<file path="src/hw/rtl/bls_pkg.sv">
package bls_pkg;

   // fixed field widths
   localparam int DATA_W   = 32;
   localparam int OP_W     = 2;
   localparam int STATUS_W = 2;
   localparam int CAP_W    = 7;

   // defaults
   localparam int DEF_MAX_DEPTH = 64;
   localparam logic [CAP_W-1:0] CAP_RESET = 7'd64;

   // operation codes
   localparam logic [OP_W-1:0] OP_PUSH      = 2'd0;
   localparam logic [OP_W-1:0] OP_POP       = 2'd1;
   localparam logic [OP_W-1:0] OP_DUMP_DOWN = 2'd2;
   localparam logic [OP_W-1:0] OP_DUMP_UP   = 2'd3;

   // status codes
   localparam logic [STATUS_W-1:0] STATUS_OK    = 2'd0;
   localparam logic [STATUS_W-1:0] STATUS_FULL  = 2'd1;
   localparam logic [STATUS_W-1:0] STATUS_EMPTY = 2'd2;

   // controller to datapath commands
   typedef struct packed {
      logic                push_write;
      logic                pop_start;
      logic                dump_start;
      logic                dump_up;
      logic                next_read;
      logic                out_load;
      logic                out_entry;
      logic [STATUS_W-1:0] out_status;
   } cmd_type;

   // datapath to controller status
   typedef struct packed {
      logic full;
      logic empty;
      logic last_entry;
   } stat_type;

endpackage

</file>
<file path="src/hw/rtl/bls_datapath.sv">
module bls_datapath
   import bls_pkg::*;
#(
   parameter int MAX_DEPTH = DEF_MAX_DEPTH
) (
   input  logic                clock,
   input  logic                reset,
   input  cmd_type             cmd,
   output stat_type            stat,
   input  logic [DATA_W-1:0]   push_value,
   input  logic                csr_we,
   input  logic [CAP_W-1:0]    csr_wdata,
   output logic [DATA_W-1:0]   out_data,
   output logic [STATUS_W-1:0] out_status,
   output logic                out_last
);

   localparam int AW = $clog2(MAX_DEPTH);
   localparam int CW = $clog2(MAX_DEPTH + 1);

   logic [DATA_W-1:0] mem [MAX_DEPTH];

   logic [CW-1:0]       count_ff, count_in;
   logic [CAP_W-1:0]    cap_ff;
   logic [AW-1:0]       ptr_ff, ptr_in;
   logic [CW-1:0]       left_ff, left_in;
   logic                up_ff, up_in;
   logic [DATA_W-1:0]   rdata_ff;
   logic [DATA_W-1:0]   data_ff;
   logic [STATUS_W-1:0] status_ff;
   logic                last_ff;

   logic [AW-1:0] top_addr;
   logic [AW-1:0] wr_addr;
   logic          rd_en;

   assign top_addr = AW'(count_ff - CW'(1));
   assign wr_addr  = AW'(count_ff);

   // full when count reaches capacity, capacity saturating at the depth
   assign stat.full       = (CAP_W'(count_ff) >= cap_ff) || (count_ff == CW'(MAX_DEPTH));
   assign stat.empty      = (count_ff == '0);
   assign stat.last_entry = (left_ff == CW'(1));

   // read pointer, remaining entries and count
   always_comb begin
      count_in = count_ff;
      ptr_in   = ptr_ff;
      left_in  = left_ff;
      up_in    = up_ff;
      rd_en    = 1'b0;
      if (cmd.push_write) begin
         count_in = count_ff + CW'(1);
      end else if (cmd.pop_start) begin
         count_in = count_ff - CW'(1);
         ptr_in   = top_addr;
         left_in  = CW'(1);
         rd_en    = 1'b1;
      end else if (cmd.dump_start) begin
         up_in   = cmd.dump_up;
         ptr_in  = cmd.dump_up ? '0 : top_addr;
         left_in = count_ff;
         rd_en   = 1'b1;
      end else if (cmd.next_read) begin
         ptr_in  = up_ff ? (ptr_ff + AW'(1)) : (ptr_ff - AW'(1));
         left_in = left_ff - CW'(1);
         rd_en   = 1'b1;
      end
   end

   always_ff @(posedge clock) begin
      if (reset) begin
         count_ff <= '0;
         cap_ff   <= CAP_RESET;
      end else begin
         count_ff <= count_in;
         if (csr_we) begin
            cap_ff <= csr_wdata;
         end
      end
   end

   always_ff @(posedge clock) begin
      ptr_ff  <= ptr_in;
      left_ff <= left_in;
      up_ff   <= up_in;
   end

   // entry memory, registered read
   always_ff @(posedge clock) begin
      if (cmd.push_write) begin
         mem[wr_addr] <= push_value;
      end
      if (rd_en) begin
         rdata_ff <= mem[ptr_in];
      end
   end

   // output register
   always_ff @(posedge clock) begin
      if (cmd.out_load) begin
         if (cmd.out_entry) begin
            data_ff   <= rdata_ff;
            status_ff <= STATUS_OK;
            last_ff   <= stat.last_entry;
         end else begin
            data_ff   <= '0;
            status_ff <= cmd.out_status;
            last_ff   <= 1'b1;
         end
      end
   end

   assign out_data   = data_ff;
   assign out_status = status_ff;
   assign out_last   = last_ff;

endmodule

</file>
<file path="src/hw/rtl/bls_ctrl.sv">
module bls_ctrl
   import bls_pkg::*;
(
   input  logic            clock,
   input  logic            reset,
   input  logic            req_valid,
   input  logic [OP_W-1:0] req_op,
   output logic            req_ready,
   output logic            rsp_valid,
   input  logic            rsp_ready,
   input  stat_type        stat,
   output cmd_type         cmd
);

   localparam logic ST_IDLE = 1'b0;
   localparam logic ST_EMIT = 1'b1;

   logic state_ff, state_in;
   logic valid_ff, valid_in;
   logic slot_free;

   assign slot_free = !valid_ff || rsp_ready;
   assign req_ready = !reset && (state_ff == ST_IDLE) && slot_free;
   assign rsp_valid = valid_ff;

   // next state and commands
   always_comb begin
      state_in = state_ff;
      cmd      = '0;
      unique case (state_ff)
         ST_IDLE: begin
            if (req_valid && req_ready) begin
               unique case (req_op) inside
                  OP_PUSH: begin
                     cmd.out_load = 1'b1;
                     if (stat.full) begin
                        cmd.out_status = STATUS_FULL;
                     end else begin
                        cmd.out_status = STATUS_OK;
                        cmd.push_write = 1'b1;
                     end
                  end
                  OP_POP: begin
                     if (stat.empty) begin
                        cmd.out_load   = 1'b1;
                        cmd.out_status = STATUS_EMPTY;
                     end else begin
                        cmd.pop_start = 1'b1;
                        state_in      = ST_EMIT;
                     end
                  end
                  OP_DUMP_DOWN, OP_DUMP_UP: begin
                     if (stat.empty) begin
                        cmd.out_load   = 1'b1;
                        cmd.out_status = STATUS_EMPTY;
                     end else begin
                        cmd.dump_start = 1'b1;
                        cmd.dump_up    = (req_op == OP_DUMP_UP);
                        state_in       = ST_EMIT;
                     end
                  end
                  default: begin
                     cmd = '0;
                  end
               endcase
            end
         end
         ST_EMIT: begin
            // when the result slot is free, hand out the entry just read and fetch the next one unless it was the last
            if (slot_free) begin
               cmd.out_load  = 1'b1;
               cmd.out_entry = 1'b1;
               if (stat.last_entry) begin
                  state_in = ST_IDLE;
               end else begin
                  cmd.next_read = 1'b1;
               end
            end
         end
         default: begin
            state_in = ST_IDLE;
         end
      endcase
   end

   // result valid flag
   always_comb begin
      valid_in = valid_ff;
      if (cmd.out_load) begin
         valid_in = 1'b1;
      end else if (rsp_ready) begin
         valid_in = 1'b0;
      end
   end

   always_ff @(posedge clock) begin
      if (reset) begin
         state_ff <= ST_IDLE;
         valid_ff <= 1'b0;
      end else begin
         state_ff <= state_in;
         valid_ff <= valid_in;
      end
   end

endmodule

</file>
<file path="src/hw/rtl/bounded_lifo_stack_core.sv">
// channel  | direction | ports                        | contents
// req      | in        | req_tvalid/tready/tdata/tuser | item: tdata push_value, tuser op
// rsp      | out       | rsp_tvalid/tready/tdata/tuser/tlast | item: data_value, status, last
// csr      | in        | csr_we/csr_wdata             | capacity register
//
// push and error items reach the result register in the cycle after they are accepted
// pop: registered memory read, then result register; dump: the same for every stored entry
// entry memory's single read port fetches ahead as entries go out; input held off meanwhile
// reset clears the entry count (stack empty), sets capacity to 64, holds req_tready low
// a stalled result holds the listing and holds off the next item until it is taken
module bounded_lifo_stack_core
   import bls_pkg::*;
#(
   parameter int MAX_DEPTH = DEF_MAX_DEPTH
) (
   input  logic                clock,
   input  logic                reset,
   input  logic                req_tvalid,
   output logic                req_tready,
   input  logic [DATA_W-1:0]   req_tdata,   // [31:0] push_value
   input  logic [OP_W-1:0]     req_tuser,   // [1:0] op
   output logic                rsp_tvalid,
   input  logic                rsp_tready,
   output logic [DATA_W-1:0]   rsp_tdata,   // [31:0] data_value
   output logic [STATUS_W-1:0] rsp_tuser,   // [1:0] status
   output logic                rsp_tlast,
   input  logic                csr_we,
   input  logic [CAP_W-1:0]    csr_wdata
);

   cmd_type  cmd;
   stat_type stat;

   bls_ctrl u_ctrl (
      .clock     (clock),
      .reset     (reset),
      .req_valid (req_tvalid),
      .req_op    (req_tuser),
      .req_ready (req_tready),
      .rsp_valid (rsp_tvalid),
      .rsp_ready (rsp_tready),
      .stat      (stat),
      .cmd       (cmd)
   );

   bls_datapath #(
      .MAX_DEPTH (MAX_DEPTH)
   ) u_datapath (
      .clock      (clock),
      .reset      (reset),
      .cmd        (cmd),
      .stat       (stat),
      .push_value (req_tdata),
      .csr_we     (csr_we),
      .csr_wdata  (csr_wdata),
      .out_data   (rsp_tdata),
      .out_status (rsp_tuser),
      .out_last   (rsp_tlast)
   );

endmodule
</file>
<file path="config.mk">
export PLATFORM = sky130hd
export DESIGN_NAME = bounded_lifo_stack_core
export DESIGN_NICKNAME = d
export VERILOG_FILES = /design/src/hw/rtl/bls_pkg.sv /design/src/hw/rtl/bls_datapath.sv /design/src/hw/rtl/bls_ctrl.sv /design/src/hw/rtl/bounded_lifo_stack_core.sv
export SDC_FILE = /design/constraint.sdc
export NUM_CORES = 2
export LEC_CHECK = 0
export BUFFER_PORTS_ARGS = -buffer_cell sky130_fd_sc_hd__buf_2
export CAP_MARGIN = 20
export CORE_ASPECT_RATIO = 1.5
export CORE_MARGIN = 2
export CORE_UTILIZATION = 47
export CTS_BUF_LIST = sky130_fd_sc_hd__clkbuf_2
export DETAILED_ROUTE_END_ITERATION = 16
export GPL_ROUTABILITY_DRIVEN = 0
export PLACE_DENSITY = 0.64
export SLEW_MARGIN = 5
export SYNTH_ARGS = -nofsm -noshare
export SYNTH_HDL_FRONTEND = slang
export SYNTH_SLANG_ARGS = --single-unit
</file>
<file path="constraint.sdc">
create_clock -name clock -period 11.4 [get_ports clock]
set_clock_uncertainty 0.1 [all_clocks]
set_input_delay 2.28 -clock clock [delete_from_list [all_inputs] [get_ports clock]]
set_output_delay 2.28 -clock clock [all_outputs]
set_load 0.1 [all_outputs]
</file>
==> flow_summary.json <==
{
  "grt_usage_pct": 27.6,
  "synth_area_um2": 84400,
  "synth_edf_count": 2123,
  "synth_nets": 5699,
  "cap_violations": 0,
  "rr_endpoint": "u_datapath.rdata_ff[3]$_DFFE_PP_",
  "p_total_mw": 21.0,
  "antenna_found_initial": 28,
  "numPortBuffers": 82,
  "rsz0062_at_grt": "false",
  "hold_depth": 2,
  "worstSetupStartpoint": "u_datapath.count_ff[5]$_SDFFE_PP0P_",
  "fmax_ghz": 0.144,
  "cts.sinks": 2145,
  "final_cell_mix": "2123 x edfxtp_1, 1380 x nand2_1, 649 x clkbuf_2",
  "h-tree-depth": 5,
  "fin_crit_ns": 6.95,
  "die_area_um2": 183000,
  "drc": 0,
  "area_delta_synth_final_pct": 9.84,
  "drt-initial-drc-count": 6467,
  "worstSetupEndpointType": "flop",
  "routed_wl_mm": 255,
  "r2r_slack_ns": 4.45,
  "ys_ff_latch": 2145,
  "synthCells": 5637,
  "crit_arrival_ns": 8.17,
  "initial_utilization_pct": 47.3,
  "synthAdderAreaFrac_pct": 0.246,
  "slew_viol_final": 0,
  "relSlewSlack_pct": 7.24,
  "ios": 83,
  "clock_latency_ns": 1.60,
  "nets": 6059,
  "status": "complete, no violations",
  "die_x_um": 350,
  "slowest_stage": "or3_1",
  "via_count": 53188,
  "cts_max_path_buffers": 4,
  "ys.warnings.count": 0,
  "cts_root_buf": "clkbuf_2",
  "peakVddDrop_mv": 0.162,
  "finalCritPeriodShare_pct": 60.9,
  "via_per_inst": 6.06,
  "synth_compound_gate_area_share_pct": 6.07,
  "ff2ff_path_depth": 13,
  "dpl_worst_slack_ns": 3.51,
  "holdCritPathClass": "flop to flop",
  "final_cells": 8770,
  "core_um2": 179000,
  "finalHoldViolCount": 0,
  "placed_cells": 7932,
  "power_density_nw_per_um2": 226,
  "netlist.area_leader.share_pct": 75.5,
  "synthArstFlopShare_pct": 0,
  "grt_pass1_vias": 52993,
  "synthSimpleGateAreaFrac_pct": 11.3,
  "synth-xor-area-share_pct": 0.166,
  "cts_buffers": 461,
  "critPathCapture": "u_datapath.rdata_ff[3]$_DFFE_PP_",
  "synth_top_family_by_area": "simple AND/OR/NAND/NOR gates",
  "post-dp-hpwl_mm": 139,
  "mostFrequentLayoutCell": "edfxtp_1",
  "post-cts-setup-buffers": 0,
  "synth_area_per_cell_um2": 15.0,
  "cp.required_ns": 12.62,
  "postRouteAntennaNets": 0,
  "synth_area_leaders": "edfxtp_1 75%, nand2_1 6.1%, mux4_2 3.3%",
  "path_class": "flop to flop",
  "cp_slowest_stage_delay_ns": 0.86,
  "finalSetupTns_ns": 0,
  "wl_per_cell_um": 29.1,
  "grt_max_degree": 150,
  "worstPathCellList": "or3_1 > nor3_1 > buf_4 > o32ai_4 > buf_4 > and2_4 > buf_12 > buf_12 > mux4_2 > nand3_1 > nand4_1 > o21ai_0 > o211ai_1",
  "gr-total-overflow": 0,
  "tightest_slew_ns": 1.39,
  "ctsHoldBuffers": 0,
  "muxShareOfSynthArea_pct": 4.11,
  "seq_area_frac_synth_pct": 76.0,
  "path_clk_slew_ns": 0.11,
  "drive_gt1_share_pct": 20.3,
  "cts.repair.resized": 0,
  "cts_tree": "built",
  "synth_top_area_cell": "edfxtp_1",
  "crit_fanout": 103,
  "first_pass_iters": 6,
  "start_kind": "flop",
  "setup_ws_ns": 4.45,
  "rows": 190,
  "synthFlopType": "edfxtp_1",
  "finish.utilization_pct": 52.0,
  "die_h_um": 523,
  "leakagePower_nw": 31.6,
  "grt_first_pass_wirelength_mm": 363,
  "ys_types": 71,
  "setup_violations": 0,
  "regToRegStartpoint": "u_datapath.count_ff[5]$_SDFFE_PP0P_"
}
[cells by family after synthesis]
group,count (synthesis)
AOI/OAI and AO/OA,677
xor gates and xnor gates,16
adders and majority gates,16
buffers and inverters,411
DFF,2145
muxes,186
and+or+nand+nor,2186
[flip-flops by register name, summed over array words and instances, names as in the netlist]
| name | count |
|---|---|
| u_datapath.cap_ff | 7 |
| u_datapath.up_ff | 1 |
| u_ctrl.state_ff | 1 |
| u_datapath.mem | 2048 |
| u_datapath.out_last | 1 |
| u_datapath.left_ff | 7 |
| u_datapath.ptr_ff | 6 |
| u_datapath.rdata_ff | 32 |
| u_ctrl.rsp_valid | 1 |
| u_datapath.count_ff | 7 |
| u_datapath.out_data | 32 |
| u_datapath.out_status | 2 |
[routing by layer]
layer  part of all wire, %  wire, µm  global-route usage, %  up-vias
met5                 0.038        96                      0        -
met4                   6.5     16500                   17.3       16
met3                    10     25500                   5.87      605
met2                    49    124000                   45.5     3099
met1                    35     89000                   33.2    26828
li1                      -         -                      -    22640
[power breakdown]
group / switching [mW] / internal [mW] / leakage, nW / total, mW
combinational: 5.30 / 2.28 / 9.16 / 7.58
clock: 2.93 / 1.69 / 3.13 / 4.62
sequential: 0.0370 / 8.75 / 19.3 / 8.79
total: 8.27 / 12.7 / 31.6 / 21.0
[cells in the mapped netlist, drive strengths merged (10+ instances only)]
master / number
edfxtp: 2123
nand2: 1383
nand3: 316
and3: 278
a31oi: 215
clkbuf: 210
buf: 174
nor2: 130
mux4: 123
a311oi: 96
a32o: 81
a211oi: 57
mux2: 54
o21ai: 42
o211ai: 32
o22ai: 30
a221oi: 28
nand4: 28
a221o: 27
inv: 27
o31ai: 27
dfxtp: 22
a21oi: 16
ha: 15
nor3: 12
or2: 10
[layout make-up]
cell class                 instances  area, µm²
fill                           14786      85800
sequential                      2145      64200
multi-input combinational       3081      19200
clock buffer                     649       3250
tap                             2400       3000
timing repair buffer             281       2070
clock inverter                   170        890
inverter                          27        121
antenna                           17       42.5
[per-stage QoR]
step | hold WS (ns) | instance area (µm²)
finish | 0.423 | 92800
global route | 0.464 | 92700
CTS | 0.424 | 92700
detailed placement | 0.386 | 88500
global placement | 0.382 | 88200
floorplan | 0.360 | 84400
[worst max-delay path: cells and delay by family, from the launching register on]
kind                   cells  cell delay [ns]
multiplexers               1             0.60
AND/OR/NAND/NOR            5             2.49
flip-flops                 1             0.83
AO/OA/AOI/OAI              3             0.58
buffers and inverters      4             1.84
[worst min-delay path by stage]
| stage | start | endpoint | slack [ns] |
|---|---|---|---|
| floorplan | u_datapath.cap_ff[1]$_SDFFE_PP0P_ | u_datapath.cap_ff[1]$_SDFFE_PP0P_ | 0.36 |
| global placement | u_datapath.cap_ff[3]$_SDFFE_PP0P_ | u_datapath.cap_ff[3]$_SDFFE_PP0P_ | 0.38 |
| detailed placement | u_datapath.cap_ff[4]$_SDFFE_PP0P_ | u_datapath.cap_ff[4]$_SDFFE_PP0P_ | 0.39 |
| CTS | u_datapath.cap_ff[2]$_SDFFE_PP0P_ | u_datapath.cap_ff[2]$_SDFFE_PP0P_ | 0.42 |
| global route | u_datapath.cap_ff[5]$_SDFFE_PP0P_ | u_datapath.cap_ff[5]$_SDFFE_PP0P_ | 0.46 |
| finish | u_datapath.cap_ff[3]$_SDFFE_PP0P_ | u_datapath.cap_ff[3]$_SDFFE_PP0P_ | 0.42 |
(Power assumes the default switching activity.)
